===== src/rtl/opf_pkg.sv =====
// Shared types, constants and CRC function for the Ogg page framer.
package opf_pkg;

    localparam logic [31:0] CRC_POLY     = 32'h04C1_1DB7;
    localparam logic [31:0] SERIAL_RESET = 32'h5341_4D41;
    localparam logic [12:0] MAX_PAYLOAD  = 13'd4095;
    localparam logic [4:0]  NSEG_MAX     = 5'd17;
    localparam logic [4:0]  HDR_LAST     = 5'd26;
    localparam logic [7:0]  LACE_MAX     = 8'd255;

    localparam logic        OP_START     = 1'b0;
    localparam logic        OP_BYTE      = 1'b1;

    localparam logic [7:0]  CAP_O        = 8'h4F;
    localparam logic [7:0]  CAP_G        = 8'h67;
    localparam logic [7:0]  CAP_S        = 8'h53;

    typedef enum logic [1:0] {
        ST_IDLE,
        ST_HEADER,
        ST_LACE,
        ST_PAYLOAD
    } t_opf_state;

    typedef struct packed {
        logic start_load;
        logic emit_hdr;
        logic emit_lace;
        logic emit_pay;
    } t_opf_cmd;

    typedef struct packed {
        logic can_load;
        logic reject;
        logic hdr_done;
        logic lace_last;
        logic len_zero;
        logic pay_last;
    } t_opf_sts;

    // MSB-first CRC, one byte per call
    function automatic logic [31:0] crc_add(input logic [31:0] c, input logic [7:0] b);
        logic [31:0] r;
        r = c ^ {b, 24'h0};
        for (int i = 0; i < 8; i++) begin
            r = r[31] ? ({r[30:0], 1'b0} ^ CRC_POLY) : {r[30:0], 1'b0};
        end
        return r;
    endfunction

endpackage


===== src/rtl/opf_ctrl.sv =====
// Control state machine for the Ogg page framer.
module opf_ctrl (
    input  logic              i_clk,
    input  logic              i_rst_n,
    input  logic              i_s_tvalid,
    input  logic              i_op,
    output logic              o_s_tready,
    input  opf_pkg::t_opf_sts i_sts,
    output opf_pkg::t_opf_cmd o_cmd
);
    import opf_pkg::*;

    t_opf_state r_state;
    t_opf_state n_state;
    logic       w_accept;

    always_ff @(posedge i_clk) begin
        if (!i_rst_n) begin
            r_state <= ST_IDLE;
        end else begin
            r_state <= n_state;
        end
    end

    assign w_accept = i_s_tvalid && i_sts.can_load;

    always_comb begin
        n_state    = r_state;
        o_s_tready = 1'b0;
        o_cmd      = '0;
        case (r_state)
            ST_IDLE, ST_PAYLOAD: begin
                o_s_tready = i_sts.can_load;
                if (w_accept) begin
                    if (i_op == OP_START) begin
                        o_cmd.start_load = 1'b1;
                        n_state = i_sts.reject ? ST_IDLE : ST_HEADER;
                    end else if (r_state == ST_PAYLOAD) begin
                        o_cmd.emit_pay = 1'b1;
                        if (i_sts.pay_last) begin
                            n_state = ST_IDLE;
                        end
                    end
                end
            end
            ST_HEADER: begin
                if (i_sts.can_load) begin
                    o_cmd.emit_hdr = 1'b1;
                    if (i_sts.hdr_done) begin
                        n_state = ST_LACE;
                    end
                end
            end
            ST_LACE: begin
                if (i_sts.can_load) begin
                    o_cmd.emit_lace = 1'b1;
                    if (i_sts.lace_last) begin
                        n_state = i_sts.len_zero ? ST_IDLE : ST_PAYLOAD;
                    end
                end
            end
            default: begin
                n_state = ST_IDLE;
            end
        endcase
    end

    a_cmd_onehot: assert property (@(posedge i_clk) disable iff (!i_rst_n)
        $onehot0({o_cmd.start_load, o_cmd.emit_hdr, o_cmd.emit_lace, o_cmd.emit_pay}))
        else $error("more than one command at once");

    a_emit_room: assert property (@(posedge i_clk) disable iff (!i_rst_n)
        (o_cmd.emit_hdr || o_cmd.emit_lace || o_cmd.emit_pay) |-> i_sts.can_load)
        else $error("byte emitted with output register full");

    a_no_take_busy: assert property (@(posedge i_clk) disable iff (!i_rst_n)
        (r_state == ST_HEADER || r_state == ST_LACE) |-> !o_s_tready)
        else $error("input taken while header is going out");

endmodule


===== src/rtl/opf_dp.sv =====
// Datapath for the Ogg page framer: header fields, lacing, CRC and output register.
module opf_dp (
    input  logic              i_clk,
    input  logic              i_rst_n,
    input  logic              i_cfg_we,
    input  logic [31:0]       i_cfg_wdata,
    input  logic [119:0]      i_s_tdata,
    input  opf_pkg::t_opf_cmd i_cmd,
    output opf_pkg::t_opf_sts o_sts,
    output logic              o_m_tvalid,
    input  logic              i_m_tready,
    output logic [39:0]       o_m_tdata,
    output logic              o_m_tlast
);
    import opf_pkg::*;

    logic [2:0]  w_flags;
    logic [63:0] w_gran;
    logic [31:0] w_seq;
    logic [11:0] w_len;
    logic [7:0]  w_pbyte;
    logic [12:0] w_qsum;
    logic [4:0]  w_nseg;

    logic [31:0] r_serial;
    logic [2:0]  r_flags;
    logic [63:0] r_gran;
    logic [31:0] r_seq;
    logic [4:0]  r_nseg;
    logic        r_len_zero;
    logic [11:0] r_lace;
    logic [11:0] r_left;
    logic [4:0]  r_idx;
    logic [31:0] r_crc;

    logic        r_out_valid;
    logic [7:0]  r_out_byte;
    logic        r_out_last;
    logic [31:0] r_out_crc;

    logic [7:0]  w_hdr_byte;
    logic [7:0]  w_lace_byte;
    logic [7:0]  w_byte;
    logic        w_last;
    logic        w_emit;
    logic [31:0] w_crc_next;
    logic [2:0]  w_gsel;
    logic [1:0]  w_wsel;

    assign w_flags = i_s_tdata[2:0];
    assign w_gran  = i_s_tdata[66:3];
    assign w_seq   = i_s_tdata[98:67];
    assign w_len   = i_s_tdata[110:99];
    assign w_pbyte = i_s_tdata[118:111];

    // len / 255, exact below 65535
    assign w_qsum = {1'b0, w_len} + 13'd1 + {5'd0, w_len[11:8]};
    assign w_nseg = w_qsum[12:8] + 5'd1;

    assign o_sts.can_load  = !r_out_valid || i_m_tready;
    assign o_sts.reject    = ({1'b0, w_len} > MAX_PAYLOAD) || (w_nseg > NSEG_MAX);
    assign o_sts.hdr_done  = (r_idx == HDR_LAST);
    assign o_sts.lace_last = (r_lace < {4'd0, LACE_MAX});
    assign o_sts.len_zero  = r_len_zero;
    assign o_sts.pay_last  = (r_left == 12'd1);

    assign w_gsel = r_idx[2:0] - 3'd6;
    assign w_wsel = r_idx[1:0] - 2'd2;

    always_comb begin
        if (r_idx == 5'd0) begin
            w_hdr_byte = CAP_O;
        end else if (r_idx == 5'd1 || r_idx == 5'd2) begin
            w_hdr_byte = CAP_G;
        end else if (r_idx == 5'd3) begin
            w_hdr_byte = CAP_S;
        end else if (r_idx == 5'd5) begin
            w_hdr_byte = {5'd0, r_flags};
        end else if (r_idx >= 5'd6 && r_idx <= 5'd13) begin
            w_hdr_byte = r_gran[{w_gsel, 3'b000} +: 8];
        end else if (r_idx >= 5'd14 && r_idx <= 5'd17) begin
            w_hdr_byte = r_serial[{w_wsel, 3'b000} +: 8];
        end else if (r_idx >= 5'd18 && r_idx <= 5'd21) begin
            w_hdr_byte = r_seq[{w_wsel, 3'b000} +: 8];
        end else if (r_idx == HDR_LAST) begin
            w_hdr_byte = {3'd0, r_nseg};
        end else begin
            w_hdr_byte = 8'd0;
        end
    end

    assign w_lace_byte = o_sts.lace_last ? r_lace[7:0] : LACE_MAX;

    always_comb begin
        w_byte = w_hdr_byte;
        w_last = 1'b0;
        if (i_cmd.emit_lace) begin
            w_byte = w_lace_byte;
            w_last = r_len_zero && o_sts.lace_last;
        end else if (i_cmd.emit_pay) begin
            w_byte = w_pbyte;
            w_last = o_sts.pay_last;
        end
    end

    assign w_emit     = i_cmd.emit_hdr || i_cmd.emit_lace || i_cmd.emit_pay;
    assign w_crc_next = crc_add(r_crc, w_byte);

    always_ff @(posedge i_clk) begin
        if (!i_rst_n) begin
            r_serial    <= SERIAL_RESET;
            r_crc       <= '0;
            r_left      <= '0;
            r_out_valid <= 1'b0;
        end else begin
            if (i_cfg_we) begin
                r_serial <= i_cfg_wdata;
            end
            if (i_cmd.start_load) begin
                r_crc  <= '0;
                r_left <= w_len;
            end else if (w_emit) begin
                r_crc <= w_last ? 32'd0 : w_crc_next;
                if (i_cmd.emit_pay) begin
                    r_left <= r_left - 12'd1;
                end
            end
            if (w_emit) begin
                r_out_valid <= 1'b1;
            end else if (i_m_tready) begin
                r_out_valid <= 1'b0;
            end
        end
    end

    always_ff @(posedge i_clk) begin
        if (i_cmd.start_load) begin
            r_flags    <= w_flags;
            r_gran     <= w_gran;
            r_seq      <= w_seq;
            r_nseg     <= w_nseg;
            r_len_zero <= (w_len == 12'd0);
            r_lace     <= w_len;
            r_idx      <= '0;
        end else if (i_cmd.emit_hdr) begin
            r_idx <= r_idx + 5'd1;
        end else if (i_cmd.emit_lace && !o_sts.lace_last) begin
            r_lace <= r_lace - {4'd0, LACE_MAX};
        end
        if (w_emit) begin
            r_out_byte <= w_byte;
            r_out_last <= w_last;
            r_out_crc  <= w_last ? w_crc_next : 32'd0;
        end
    end

    assign o_m_tvalid = r_out_valid;
    assign o_m_tdata  = {r_out_crc, r_out_byte};
    assign o_m_tlast  = r_out_last;

    a_crc_zero: assert property (@(posedge i_clk) disable iff (!i_rst_n)
        (o_m_tvalid && !o_m_tlast) |-> (o_m_tdata[39:8] == 32'd0))
        else $error("CRC field set on a byte that is not last");

    a_idx_range: assert property (@(posedge i_clk) disable iff (!i_rst_n)
        i_cmd.emit_hdr |-> (r_idx <= HDR_LAST))
        else $error("header index out of range");

    a_last_clears: assert property (@(posedge i_clk) disable iff (!i_rst_n)
        (w_emit && w_last) |=> (r_crc == 32'd0))
        else $error("CRC not cleared after end of page");

endmodule


===== src/rtl/ogg_page_framer_crc32.sv =====
// Ogg page framer: a page per unrejected start item, page CRC sent with the last byte.
// Start item: first byte out via the state and output registers, then 28 to 44 bytes
//   (27 header, 1 to 17 lacing) at one byte per cycle unless stalled; no input meanwhile.
// Payload byte: through the single output register, one byte per cycle unless stalled.
// The CRC advances one byte per cycle unless output stalls, through a byte-wide update.
// Synchronous active-low reset: no page open, CRC zero, serial 0x53414D41.
module ogg_page_framer_crc32 (
    input  logic         i_clk,
    input  logic         i_rst_n,
    input  logic         i_cfg_we,
    input  logic [31:0]  i_cfg_wdata,
    input  logic         i_s_tvalid,
    output logic         o_s_tready,
    // [2:0] header_flags, [66:3] granule_position, [98:67] page_sequence,
    // [110:99] payload_length, [118:111] payload_byte, [119] zero
    input  logic [119:0] i_s_tdata,
    // [0] operation
    input  logic         i_s_tuser,
    output logic         o_m_tvalid,
    input  logic         i_m_tready,
    // [7:0] page_byte, [39:8] page_crc
    output logic [39:0]  o_m_tdata,
    output logic         o_m_tlast
);
    import opf_pkg::*;

    t_opf_cmd w_cmd;
    t_opf_sts w_sts;

    opf_ctrl u_ctrl (
        .i_clk      (i_clk),
        .i_rst_n    (i_rst_n),
        .i_s_tvalid (i_s_tvalid),
        .i_op       (i_s_tuser),
        .o_s_tready (o_s_tready),
        .i_sts      (w_sts),
        .o_cmd      (w_cmd)
    );

    opf_dp u_dp (
        .i_clk       (i_clk),
        .i_rst_n     (i_rst_n),
        .i_cfg_we    (i_cfg_we),
        .i_cfg_wdata (i_cfg_wdata),
        .i_s_tdata   (i_s_tdata),
        .i_cmd       (w_cmd),
        .o_sts       (w_sts),
        .o_m_tvalid  (o_m_tvalid),
        .i_m_tready  (i_m_tready),
        .o_m_tdata   (o_m_tdata),
        .o_m_tlast   (o_m_tlast)
    );

endmodule


===== config.mk =====
export PLATFORM = sky130hd
export DESIGN_NAME = ogg_page_framer_crc32
export DESIGN_NICKNAME = d
export VERILOG_FILES = /design/src/rtl/opf_pkg.sv /design/src/rtl/opf_ctrl.sv /design/src/rtl/opf_dp.sv /design/src/rtl/ogg_page_framer_crc32.sv
export SDC_FILE = /design/constraint.sdc
export NUM_CORES = 1
export LEC_CHECK = 0
export ABC_AREA = 0
export BUFFER_PORTS_ARGS = -buffer_cell sky130_fd_sc_hd__buf_2
export CELL_PAD_IN_SITES_DETAIL_PLACEMENT = 1
export CELL_PAD_IN_SITES_GLOBAL_PLACEMENT = 2
export CORE_UTILIZATION = 35
export CTS_CLUSTER_SIZE = 16
export DETAILED_ROUTE_END_ITERATION = 12
export PLACE_DENSITY = 0.74
export SYNTH_ARGS = -nofsm -noshare
export SYNTH_HDL_FRONTEND = slang
export SYNTH_SLANG_ARGS = --single-unit

===== constraint.sdc =====
create_clock -name i_clk -period 6.2 [get_ports i_clk]
set_input_delay 0.93 -clock i_clk [delete_from_list [all_inputs] [get_ports i_clk]]
set_output_delay 0.93 -clock i_clk [all_outputs]
set_load 0.01 [all_outputs]

==> reports/qor.log, run 1 <==
[floorplan] total I/O pin count 201
[global_route] largest net degree at the start of global routing 74
[timing] post-route fraction of the period consumed by the critical path 0.742
[cells_and_area] nets 1270
[cells_and_area] area grow syn2layout 19.9%
[cells_and_area] share of cells above drive strength 1 0.294
[routing] initial detailed-routing violation count 307
[routing] post-DR vias/cell 5.03
[logic_synthesis] sequential cell area fraction in the yosys report 0.560
[global_route] total global routing track utilization 0.184
[global_route] remaining global-route overflow 0
[logic_synthesis] top cells by area in the synthesized netlist sky130_fd_sc_hd__edfxtp_1 41%, sky130_fd_sc_hd__dfxtp_1 15%, sky130_fd_sc_hd__mux4_2 5.7%
[worst_setup_path] worst path buffer plus inverter count 1
[power_and_ir_drop] net switching fraction of the power 0.379
[logic_synthesis] share of the synthesized area in compound gates (AO/OA/AOI/OAI) 0.0901
[clock_tree] Post-CTS Hold Fix Bufs 0
[logic_synthesis] number of flops mapped to enable cells by yosys 158
[worst_setup_path] worst endpoint data arrival time 4.88 ns
[worst_hold_path] type of the most critical hold path reg2reg
[timing] count of final hold-check violations 0
[run_status] outcome complete, no violations
[clock_tree] CTS tree built
[logic_synthesis] combinational family with the most area after synthesis simple AND/OR/NAND/NOR gates
[clock_tree] Root Driver sky130_fd_sc_hd__clkbuf_16
[logic_synthesis] Post-Synthesis Cell Area 0.0115 mm²
[global_route] vias in the first global route 8090
[logic_synthesis] ys async rst share 0
[clock_tree] Clk Latency, worst-skew pair 0.55 ns
[clock_tree] maximum number of buffers from clock root to sink 3
[routing] Via Count 7796
[worst_setup_path] sort of element at the start of the critical path flop
[logic_synthesis] number of warnings printed during yosys synthesis 0
[worst_setup_path] Top Family by Delay on Critical Path multiplexers
[routing] DRC violations left 0
[floorplan] row count 65
[cells_and_area] Final Core Density 0.432
[power_and_ir_drop] leakage power 5.28 nW
[clock_tree] clock sink count 242
[placement] total of buffers placed on input and output ports 199
[timing] Worst-Margin Slew 1.08 ns
[logic_synthesis] XOR/XNOR share of the synthesized area 0.0894
[logic_synthesis] syn_nets 1076
[worst_setup_path] critical path start-end classification reg2reg
[logic_synthesis] share of the synthesized area in the top cell type 0.413
[global_route] wire length of the first global-routing pass 47500 µm
[timing] number of endpoints failing setup at the final stage 0
[power_and_ir_drop] clock share of power 0.226
[floorplan] starting utilization of the core area 0.360
[timing] unrepaired setup endpoints after global routing no
[timing] fmax 217 MHz
[power_and_ir_drop] relative contribution of combinational cells to total power 0.475
[routing] Final ANT Viol Nets 0
[logic_synthesis] simple logic cell fraction of the synthesized area 0.116
[power_and_ir_drop] sequential cell fraction of total power 0.299
[floorplan] horizontal die dimension 183 µm
[clock_tree] htree depth 1
[power_and_ir_drop] Internal Pwr Total 0.00442 W
[worst_setup_path] peak fanout along the critical path 15
[logic_synthesis] dominant register cell in the synthesized netlist sky130_fd_sc_hd__edfxtp_1
[logic_synthesis] dominant cell type by area after synthesis sky130_fd_sc_hd__edfxtp_1
[routing] total wire length after detailed routing 30500 µm
[placement] gpl congestion 0.770
[timing] worst hold-check slack 0.468 ns
[global_route] number of antenna violations at the first check in global routing 6
[clock_tree] Post-CTS Repair Setup Buffers 0
[logic_synthesis] number of standard cells after synthesis 899
[worst_setup_path] critical path data required time 6.48 ns
[logic_synthesis] average size of a mapped cell 12.8 µm²
[clock_tree] number of buffers created by CTS 28
[power_and_ir_drop] Switching Power 0.00270 W
[placement] HPWL reported at the end of detailed placement 22400 µm
[cells_and_area] final cell count without fillers 1551
[floorplan] overall die height 183 µm
[floorplan] core area 0.0319 mm²
[worst_setup_path] highest-delay cell along the critical path sky130_fd_sc_hd__ha_1
[logic_synthesis] Synth Area in Adders 0.0207
[worst_setup_path] sequence of cells on the critical path inv_1 -> ha_1 -> mux4_2 -> mux2i_1 -> a211oi_1 -> mux2_2 -> or2_4 -> xnor2_4 -> xor3_2 -> xor2_1 -> nor2_1
[timing] Slew headroom 0.277
[logic_synthesis] number of synthesized register bits 242
[worst_setup_path] slowest stage delay, CP 0.82 ns
[power_and_ir_drop] largest voltage drop on the vdd net 0.000291 V
[routing] drt first pass iters 5
[logic_synthesis] Netlist cell types 90
[routing] mean routed wirelength per cell 19.7 µm
[floorplan] area of the die 0.0335 mm²
[timing] final clock skew 0.0290 ns
[power_and_ir_drop] pwr dens 517 mW/mm²
[timing] total negative slack for setup checks 0 ns
[timing] fin. max-slew vios 0
[run] max cap viols 0
[timing] Min Clock Period, post-route 4.60 ns
[logic_synthesis] post-synthesis mux area share 0.0961
[worst_setup_path] Worst setup EP type flop
[clock_tree] Resize count post-CTS 0
[placement] Cells after DPL 1498
[clock_tree] Worst-path clk slew 0.06 ns
==> cells in the final DEF (no fill, tap or decap), types with 17 or more instances in the layout <==
master,Yosys,layout
sky130_fd_sc_hd__and2_1,24,24
sky130_fd_sc_hd__xnor2_1,44,44
sky130_fd_sc_hd__nand3_1,17,17
sky130_fd_sc_hd__nand2_1,73,73
sky130_fd_sc_hd__xor2_1,19,19
sky130_fd_sc_hd__o21ai_0,18,18
sky130_fd_sc_hd__ha_1,19,19
sky130_fd_sc_hd__clkbuf_16,0,28
sky130_fd_sc_hd__buf_2,5,199
sky130_fd_sc_hd__a22oi_1,18,18
sky130_fd_sc_hd__a21oi_1,26,26
sky130_fd_sc_hd__nor2_1,93,93
sky130_fd_sc_hd__mux4_2,29,29
sky130_fd_sc_hd__dfxtp_1,84,82
sky130_fd_sc_hd__edfxtp_1,158,158
sky130_fd_sc_hd__mux2i_1,39,39
==> per-stage QoR <==
| step | setup WS [ns] | power (W) | instance area, µm² |
|---|---|---|---|
| CTS | 1.56 | 0.00720 | 13800 |
| finish | 1.60 | 0.00711 | 13800 |
| global placement | 1.60 | 0.00555 | 12900 |
| detailed placement | 1.60 | 0.00557 | 12900 |
| global route | 1.25 | 0.00752 | 13800 |
| floorplan | 0.466 | 0.00470 | 11500 |
==> layout make-up <==
class	instances	area (µm²)
fill	3440	18100
inverter	17	66.3
antenna	1	2.50
timing repair buffer	209	1080
sequential	242	6430
multi-input combinational	595	4740
clock buffer	38	758
tap	435	544
clock inverter	14	138
==> final timing paths <==
kind	endpoint	slack (ns)	start	depth (start not counted)
hold reg to reg	u_dp.r_crc[10]	0.47	u_dp.r_crc[10]	2
hold / removal	u_dp.r_crc[10]	0.47	u_dp.r_crc[10]	2
setup reg to reg	u_dp.r_out_crc[5]	1.60	u_dp.r_idx[1]	11
setup / recovery	u_dp.r_out_crc[5]	1.60	u_dp.r_idx[1]	11
==> state kept, by name, summed over array words and instances, names as in the netlist, 2 cells and up <==
name,flops
u_dp.r_gran,64
u_dp.r_crc,32
u_dp.r_out_crc,32
u_dp.r_seq,32
u_dp.r_serial,32
u_dp.r_lace,12
u_dp.r_left,12
u_dp.r_out_byte,8
u_dp.r_idx,5
u_dp.r_nseg,5
u_dp.r_flags,3
u_ctrl.r_state,2
==> routing by layer <==
layer | GRT usage | up-vias | routed length (µm)
met5 | 0 | - | 53
met4 | 0.0457 | 8 | 681
li1 | - | 3712 | -
met1 | 0.235 | 3814 | 13200
met3 | 0.0429 | 48 | 1730
met2 | 0.316 | 214 | 14800
==> cells in the mapped netlist, drive strengths merged (3+ instances only) <==
| master | instances |
|---|---|
| edfxtp | 158 |
| nor2 | 94 |
| dfxtp | 84 |
| nand2 | 75 |
| xnor2 | 55 |
| mux2i | 39 |
| o21ai | 33 |
| mux4 | 30 |
| a21oi | 27 |
| clkbuf | 27 |
| and2 | 24 |
| xor2 | 21 |
| ha | 19 |
| a22oi | 18 |
| buf | 17 |
| nand3 | 17 |
| inv | 16 |
| nor3 | 13 |
| a31oi | 11 |
| nor4 | 11 |
| and3 | 8 |
| o21a | 8 |
| or3 | 8 |
| xnor3 | 7 |
| a221oi | 6 |
| nand2b | 6 |
| nand4 | 5 |
| o211ai | 5 |
| or2 | 5 |
| or4 | 5 |
| o311ai | 4 |
| a211o | 3 |
| a211oi | 3 |
| a21boi | 3 |
| a21o | 3 |
| mux2 | 3 |
==> cells by family after synthesis <==
family | after synthesis
and+or+nand+nor | 278
muxes | 72
buffers and inverters | 62
DFF | 242
AOI/OAI and AO/OA | 142
adders and majority gates | 19
xor gates and xnor gates | 84
==> worst reg2reg max path, stage by stage, from the launching register on <==
cell	delay, ns
sky130_fd_sc_hd__dfxtp_2	0.52
sky130_fd_sc_hd__inv_1	0.21
sky130_fd_sc_hd__ha_1	0.82
sky130_fd_sc_hd__mux4_2	0.41
sky130_fd_sc_hd__mux2i_1	0.48
sky130_fd_sc_hd__a211oi_1	0.16
sky130_fd_sc_hd__mux2_2	0.30
sky130_fd_sc_hd__or2_4	0.29
sky130_fd_sc_hd__xnor2_4	0.23
sky130_fd_sc_hd__xor3_2	0.55
sky130_fd_sc_hd__xor2_1	0.32
sky130_fd_sc_hd__nor2_1	0.07
==> power groups by stage <==
stage,Clock (W),Sequential [W],Combinational [W]
final,0.00161,0.00213,0.00338
after global routing,0.00172,0.00215,0.00364
after CTS,0.00165,0.00213,0.00342
after detailed placement,0,0.00217,0.00340
after global placement,0,0.00216,0.00340
after floorplan,0,0.00214,0.00255
No activity file was read; power rests on OpenSTA's default activity.
==> run 2: changes to the inputs <==
==> constraint.sdc (replaced) <==
create_clock -name i_clk -period 4.3 [get_ports i_clk]
set_input_delay 0.645 -clock i_clk [delete_from_list [all_inputs] [get_ports i_clk]]
set_output_delay 0.645 -clock i_clk [all_outputs]
set_load 0.01 [all_outputs]
==> run 2 against run 1 <==
Compared with the run above:
- worst setup slack got worse by 1.3 ns
- count of clock-buffer cells in the layout down 6
- sequential power grew 43%
- global-route usage decreased by 0.074 points
- clock power increased by 30%
- sequential share of layout area decreased by 0.25 points
==> reports/qor.log, run 2 (synthesized netlist as in run 1, its figures left out) <==
[run_status] outcome complete, no violations
[worst_setup_path] peak fanout along the critical path 11
[clock_tree] Post-CTS Hold Fix Bufs 0
[power_and_ir_drop] clock share of power 0.207
[floorplan] starting utilization of the core area 0.360
[cells_and_area] Filler Cell Count 3457
[worst_setup_path] slowest stage delay, CP 0.54 ns
[worst_setup_path] launching element of the worst setup path u_dp.r_idx[0]
[worst_setup_path] Top Family by Delay on Critical Path simple AND/OR/NAND/NOR gates
[timing] fin. max-slew vios 0
[worst_setup_path] worst path buffer plus inverter count 1
[clock_tree] clock sink count 242
[clock_tree] number of buffers created by CTS 27
[worst_setup_path] sequence of cells on the critical path inv_2 -> ha_1 -> or3_1 -> nand2_1 -> nand2_1 -> a211o_1 -> mux2_2 -> or2_4 -> xnor2_4 -> xor3_2 -> xor2_1 -> nor2_1
[run] max cap viols 0
[floorplan] core area 0.0319 mm²
[placement] HPWL reported at the end of detailed placement 22900 µm
[routing] Final ANT Viol Nets 0
[worst_setup_path] total number of cells along the worst setup path 12
[power_and_ir_drop] relative contribution of combinational cells to total power 0.491
[worst_setup_path] sort of element at the start of the critical path flop
[clock_tree] maximum number of buffers from clock root to sink 3
[timing] Slew headroom 0.369
[power_and_ir_drop] overall power of the completed layout 0.0101 W
[cells_and_area] area of all sequential standard cells 0.00643 mm²
[placement] gpl congestion 0.798
[floorplan] area of the die 0.0335 mm²
[clock_tree] htree depth 1
[cells_and_area] share of cells above drive strength 1 0.304
[clock_tree] Worst-path clk slew 0.07 ns
[global_route] vias in the first global route 8179
[global_route] number of antenna violations at the first check in global routing 9
[cells_and_area] most used cells in the layout excluding fill and tap cells 199 x sky130_fd_sc_hd__buf_2, 158 x sky130_fd_sc_hd__edfxtp_1, 93 x sky130_fd_sc_hd__nor2_1
[global_route] wire length of the first global-routing pass 47100 µm
[cells_and_area] most common cell after layout, fill and taps aside sky130_fd_sc_hd__buf_2
[global_route] largest net degree at the start of global routing 100
[power_and_ir_drop] largest voltage drop on the vdd net 0.000414 V
[placement] total of buffers placed on input and output ports 199
[cells_and_area] area of the multi-input gates 0.00475 mm²
[clock_tree] Clk Latency, worst-skew pair 0.55 ns
[floorplan] overall die height 183 µm
[power_and_ir_drop] sequential cell fraction of total power 0.302
[timing] number of endpoints failing setup at the final stage 0
[clock_tree] CTS tree built
[cells_and_area] nets 1291
[power_and_ir_drop] net switching fraction of the power 0.377
[power_and_ir_drop] pwr dens 730 mW/mm²
[worst_setup_path] worst endpoint data arrival time 4.28 ns
[floorplan] horizontal die dimension 183 µm
[worst_setup_path] critical path data required time 4.57 ns
[routing] Via Count 7770
[global_route] total global routing track utilization 0.184
[power_and_ir_drop] leakage power 5.35 nW
[worst_setup_path] Critical Path Most Common Cell sky130_fd_sc_hd__nand2_1
[cells_and_area] number of flip-flops under the largest register name 64
[timing] Min Clock Period, post-route 4.01 ns
[worst_setup_path] critical path start-end classification reg2reg
[worst_setup_path] Worst setup EP type flop
[timing] total negative slack for setup checks 0 ns
[timing] unrepaired setup endpoints after global routing no
[routing] mean routed wirelength per cell 19.3 µm
[routing] initial detailed-routing violation count 279
[worst_setup_path] origin of the critical flop-to-flop path u_dp.r_idx[0]
[floorplan] total I/O pin count 201
[timing] fmax 250 MHz
[worst_hold_path] type of the most critical hold path in2reg
[clock_tree] Root Driver sky130_fd_sc_hd__clkbuf_16
[floorplan] row count 65
[timing] count of final hold-check violations 0
[routing] DRC violations left 0
[worst_setup_path] number of cells on the worst reg-to-reg path 12
[timing] min setup slack post-route 0.292 ns
[routing] total wire length after detailed routing 30300 µm
[worst_setup_path] highest-delay cell along the critical path sky130_fd_sc_hd__xor3_2
[cells_and_area] Biggest register u_dp.r_gran
[routing] post-DR vias/cell 4.95
[timing] Worst-Margin Slew 0.947 ns
[power_and_ir_drop] Switching Power 0.00380 W
[worst_setup_path] Setup crit end u_dp.r_out_crc[27]
[routing] drt first pass iters 4
[timing] final clock skew 0.0240 ns
[worst_setup_path] worst flop-to-flop path endpoint u_dp.r_out_crc[27]
[placement] pre-CTS worst setup slack 0.189 ns
[cells_and_area] area grow syn2layout 20.5%
[worst_setup_path] r2r setup slk 0.29 ns
[power_and_ir_drop] Internal Pwr Total 0.00629 W
[global_route] remaining global-route overflow 0
[timing] post-route fraction of the period consumed by the critical path 0.932
==> run 2: cell count changes in the layout (fill, tap and decap cells not counted), moves of 2 or more <==
cell / change
sky130_fd_sc_hd__diode_2: +2
sky130_fd_sc_hd__bufinv_16: -2
sky130_fd_sc_hd__clkinv_2: -2
sky130_fd_sc_hd__buf_4: +22
sky130_fd_sc_hd__clkbuf_1: -4
sky130_fd_sc_hd__clkinv_1: +6
==> run 2: stage by stage <==
stage / util / std cells / hold slack (ns) / instance area [µm²]
3_5_place_dp: 0.408 / 1519 / 0.461 / 13000
5_1_grt: 0.434 / 1568 / 0.242 / 13800
6_report: 0.434 / 1570 / 0.267 / 13800
3_3_place_gp: 0.408 / 1519 / 0.451 / 13000
4_1_cts: 0.433 / 1566 / 0.245 / 13800
2_1_floorplan: - / 899 / 0.434 / 11500
==> run 2: worst min-delay path by stage <==
| stage | startpoint | endpoint | slack [ns] | depth (start not counted) |
|---|---|---|---|---|
| 6_report | i_s_tdata[25] | u_dp.r_gran[22] | 0.27 | 1 |
| 5_1_grt | i_s_tdata[25] | u_dp.r_gran[22] | 0.24 | 1 |
| 4_1_cts | i_s_tdata[25] | u_dp.r_gran[22] | 0.25 | 1 |
| 3_5_place_dp | u_dp.r_crc[11] | u_dp.r_crc[11] | 0.46 | 2 |
| 3_3_place_gp | u_dp.r_crc[7] | u_dp.r_crc[7] | 0.45 | 2 |
| 2_1_floorplan | u_dp.r_serial[0] | u_dp.r_serial[0] | 0.43 | 2 |
==> run 2: layout make-up <==
cell class	instances	area share
flip-flops and latches	242	0.465
multi-input cells	595	0.343
repair buffers	231	0.0902
clock buffers	32	0.0509
well taps	435	0.0393
clock inverters	15	0.00633
inverters	17	0.00479
diodes	3	0.000543
==> run 2: power by group through the flow <==
stage | clock network (W) | logic (W) | registers (W)
2_1_floorplan | 0 | 0.00368 | 0.00308
3_3_place_gp | 0 | 0.00500 | 0.00308
3_5_place_dp | 0 | 0.00500 | 0.00310
4_1_cts | 0.00215 | 0.00503 | 0.00305
5_1_grt | 0.00224 | 0.00541 | 0.00308
6_report | 0.00209 | 0.00496 | 0.00305
==> run 2: what timing repair did <==
| action | in CTS | in global routing |
|---|---|---|
| endpoints found under the hold margin | 0 | 0 |
| setup endpoints to repair | 0 | 9 |
| gates resized for setup | 0 | 1 |
| setup buffers | 0 | 1 |
==> run 2: routing by layer <==
layer  GRT usage  wire (µm)  vias up
met3      0.0471       1820       47
met5           0         85        -
met4      0.0383        518       14
li1            -          -     3757
met1       0.233      13100     3757
met2       0.315      14700      195
==> run 3: changes to the inputs <==
--- a/config.mk
+++ b/config.mk
@@ -9,10 +9,11 @@
 export BUFFER_PORTS_ARGS = -buffer_cell sky130_fd_sc_hd__buf_2
 export CELL_PAD_IN_SITES_DETAIL_PLACEMENT = 1
 export CELL_PAD_IN_SITES_GLOBAL_PLACEMENT = 2
-export CORE_UTILIZATION = 35
+export CORE_ASPECT_RATIO = 1.75
+export CORE_UTILIZATION = 38
 export CTS_CLUSTER_SIZE = 16
 export DETAILED_ROUTE_END_ITERATION = 12
-export PLACE_DENSITY = 0.74
+export PLACE_DENSITY = 0.79
 export SYNTH_ARGS = -nofsm -noshare
 export SYNTH_HDL_FRONTEND = slang
 export SYNTH_SLANG_ARGS = --single-unit
==> run 3 against run 2 <==
Compared with the run above:
- sequential share of layout area up 0.40 points
- via count grew 1.8%
- critical path depth down 1
- die area fell by 7.7%
- sequential power about the same
- critical path type unchanged
- first-iteration DRC count is 2.5% lower
- sequential cell count did not move
- clock skew is 0.0035 ns higher
- total power down 0.25%
==> reports/qor.log, run 3 (synthesized netlist as in run 1, its figures left out) <==
[power_and_ir_drop] leakage power 5.30 nW
[timing] worst hold-check slack 0.268 ns
[worst_setup_path] slowest stage delay, CP 0.59 ns
[clock_tree] clock sink count 242
[cells_and_area] area grow syn2layout 19.5%
[cells_and_area] share of cells above drive strength 1 0.300
[worst_hold_path] type of the most critical hold path in2reg
[worst_setup_path] worst endpoint data arrival time 4.35 ns
[placement] HPWL reported at the end of detailed placement 23500 µm
[global_route] number of antenna violations at the first check in global routing 4
[global_route] total global routing track utilization 0.202
[timing] count of final hold-check violations 0
[floorplan] total I/O pin count 201
[worst_setup_path] Top Family by Delay on Critical Path compound AO/OA/AOI/OAI gates
[placement] pre-CTS worst setup slack 0.302 ns
[cells_and_area] area of the multi-input gates 0.00474 mm²
[timing] fin. max-slew vios 0
[run] max cap viols 0
[placement] Cells after DPL 1464
[placement] cell area after placement 0.0130 mm²
[worst_setup_path] worst path buffer plus inverter count 0
[cells_and_area] final cell count without fillers 1510
[clock_tree] Post-CTS Hold Fix Bufs 0
[global_route] remaining global-route overflow 0
[clock_tree] Clk Latency, worst-skew pair 0.55 ns
[floorplan] core area 0.0295 mm²
[floorplan] area of the die 0.0309 mm²
[clock_tree] htree depth 1
[placement] gpl congestion 0.827
[global_route] vias in the first global route 8588
[worst_setup_path] peak fanout along the critical path 10
[timing] post-route fraction of the period consumed by the critical path 0.942
[clock_tree] CTS tree built
[cells_and_area] number of flip-flops under the largest register name 64
[timing] final clock skew 0.0275 ns
[cells_and_area] final instance area 0.0137 mm²
[worst_setup_path] Critical Path Most Common Cell sky130_fd_sc_hd__nor2_1
[routing] Via Count 7912
[clock_tree] Worst-path clk slew 0.07 ns
[cells_and_area] area of all sequential standard cells 0.00643 mm²
[cells_and_area] Filler Cell Count 3204
[clock_tree] Root Driver sky130_fd_sc_hd__clkbuf_16
[timing] min setup slack post-route 0.249 ns
[worst_setup_path] sequence of cells on the critical path ha_1 -> a21o_1 -> a311oi_4 -> nor2_1 -> a211o_1 -> mux2_2 -> or2_4 -> xnor2_4 -> xor3_2 -> xor2_1 -> nor2_1
[worst_setup_path] r2r setup slk 0.25 ns
[floorplan] starting utilization of the core area 0.389
[worst_setup_path] Worst setup EP type flop
[global_route] wire length of the first global-routing pass 47700 µm
[routing] post-DR vias/cell 5.24
[cells_and_area] most used cells in the layout excluding fill and tap cells 199 x sky130_fd_sc_hd__buf_2, 158 x sky130_fd_sc_hd__edfxtp_1, 93 x sky130_fd_sc_hd__nor2_1
[cells_and_area] nets 1285
[routing] total wire length after detailed routing 30800 µm
[routing] mean routed wirelength per cell 20.4 µm
[clock_tree] number of buffers created by CTS 24
[floorplan] horizontal die dimension 133 µm
[run_status] outcome complete, no violations
[cells_and_area] Biggest register u_dp.r_gran
[power_and_ir_drop] pwr dens 734 mW/mm²
[routing] initial detailed-routing violation count 272
[timing] unrepaired setup endpoints after global routing no
[clock_tree] Post-CTS Repair Setup Buffers 0
[routing] DRC violations left 0
[global_route] largest net degree at the start of global routing 57
[clock_tree] Resize count post-CTS 0
[timing] Min Clock Period, post-route 4.05 ns
[placement] total of buffers placed on input and output ports 199
[worst_setup_path] critical path start-end classification reg2reg
[clock_tree] maximum number of buffers from clock root to sink 3
[floorplan] row count 83
[timing] Worst-Margin Slew 0.974 ns
[timing] Slew headroom 0.351
[floorplan] overall die height 232 µm
[routing] drt first pass iters 5
[worst_setup_path] highest-delay cell along the critical path sky130_fd_sc_hd__a311oi_4
[timing] number of endpoints failing setup at the final stage 0
[worst_setup_path] critical path data required time 4.59 ns
[routing] Final ANT Viol Nets 0
[cells_and_area] most common cell after layout, fill and taps aside sky130_fd_sc_hd__buf_2
[power_and_ir_drop] largest voltage drop on the vdd net 0.000374 V
[timing] fmax 247 MHz
[timing] total negative slack for setup checks 0 ns
[worst_setup_path] sort of element at the start of the critical path flop
-- run 3: cell types whose count changed in the layout (fill, tap and decap cells not counted), sizes merged --
cell	before	now
buf	231	228
clkinv	14	10
bufinv	0	1
clkbuf	32	31
clkinvlp	1	2
diode	3	2
-- run 3: path summary, 6_finish.rpt --
kind / startpoint / end / depth (start not counted)
min reg2reg: u_dp.r_crc[6] / u_dp.r_crc[6] / 2
max reg2reg: u_dp.r_idx[2] / u_dp.r_out_crc[27] / 11
min: i_s_tdata[2] / u_dp.r_flags[2] / 1
max: u_dp.r_idx[2] / u_dp.r_out_crc[27] / 11
-- run 3: where the power goes --
part / total, W / internal, W / switching (W)
combinational: 0.00502 / 0.00226 / 0.00276
clock: 0.00200 / 0.00110 / 0.000904
sequential: 0.00305 / 0.00285 / 0.000194
-- run 3: final cells by class --
type,instances,area share
tap,382,0.0348
inverter,17,0.00483
clock buffer,31,0.0458
antenna,2,0.000365
timing repair buffer,228,0.0921
multi-input combinational,595,0.346
clock inverter,13,0.00775
sequential,242,0.469
-- run 3: through the flow --
| stage | utilization | power, W |
|---|---|---|
| 2_1_floorplan | - | 0.00677 |
| 3_3_place_gp | 0.440 | 0.00811 |
| 3_5_place_dp | 0.440 | 0.00816 |
| 4_1_cts | 0.465 | 0.0102 |
| 5_1_grt | 0.465 | 0.0106 |
| 6_report | 0.465 | 0.0101 |
-- run 3: worst reg2reg max path, cell delays in order (launching register included) --
cell,delay (ns)
sky130_fd_sc_hd__dfxtp_1,0.43
sky130_fd_sc_hd__ha_1,0.31
sky130_fd_sc_hd__a21o_1,0.25
sky130_fd_sc_hd__a311oi_4,0.59
sky130_fd_sc_hd__nor2_1,0.14
sky130_fd_sc_hd__a211o_1,0.32
sky130_fd_sc_hd__mux2_2,0.31
sky130_fd_sc_hd__or2_4,0.29
sky130_fd_sc_hd__xnor2_4,0.29
sky130_fd_sc_hd__xor3_2,0.56
sky130_fd_sc_hd__xor2_1,0.25
sky130_fd_sc_hd__nor2_1,0.06
-- run 3: metal layers --
layer,GRT usage,routed length [µm],vias to the layer above
met3,0.0308,1360,75
li1,-,-,3730
met2,0.390,17000,219
met4,0.103,1390,4
met5,0,23,-
met1,0.206,11100,3884
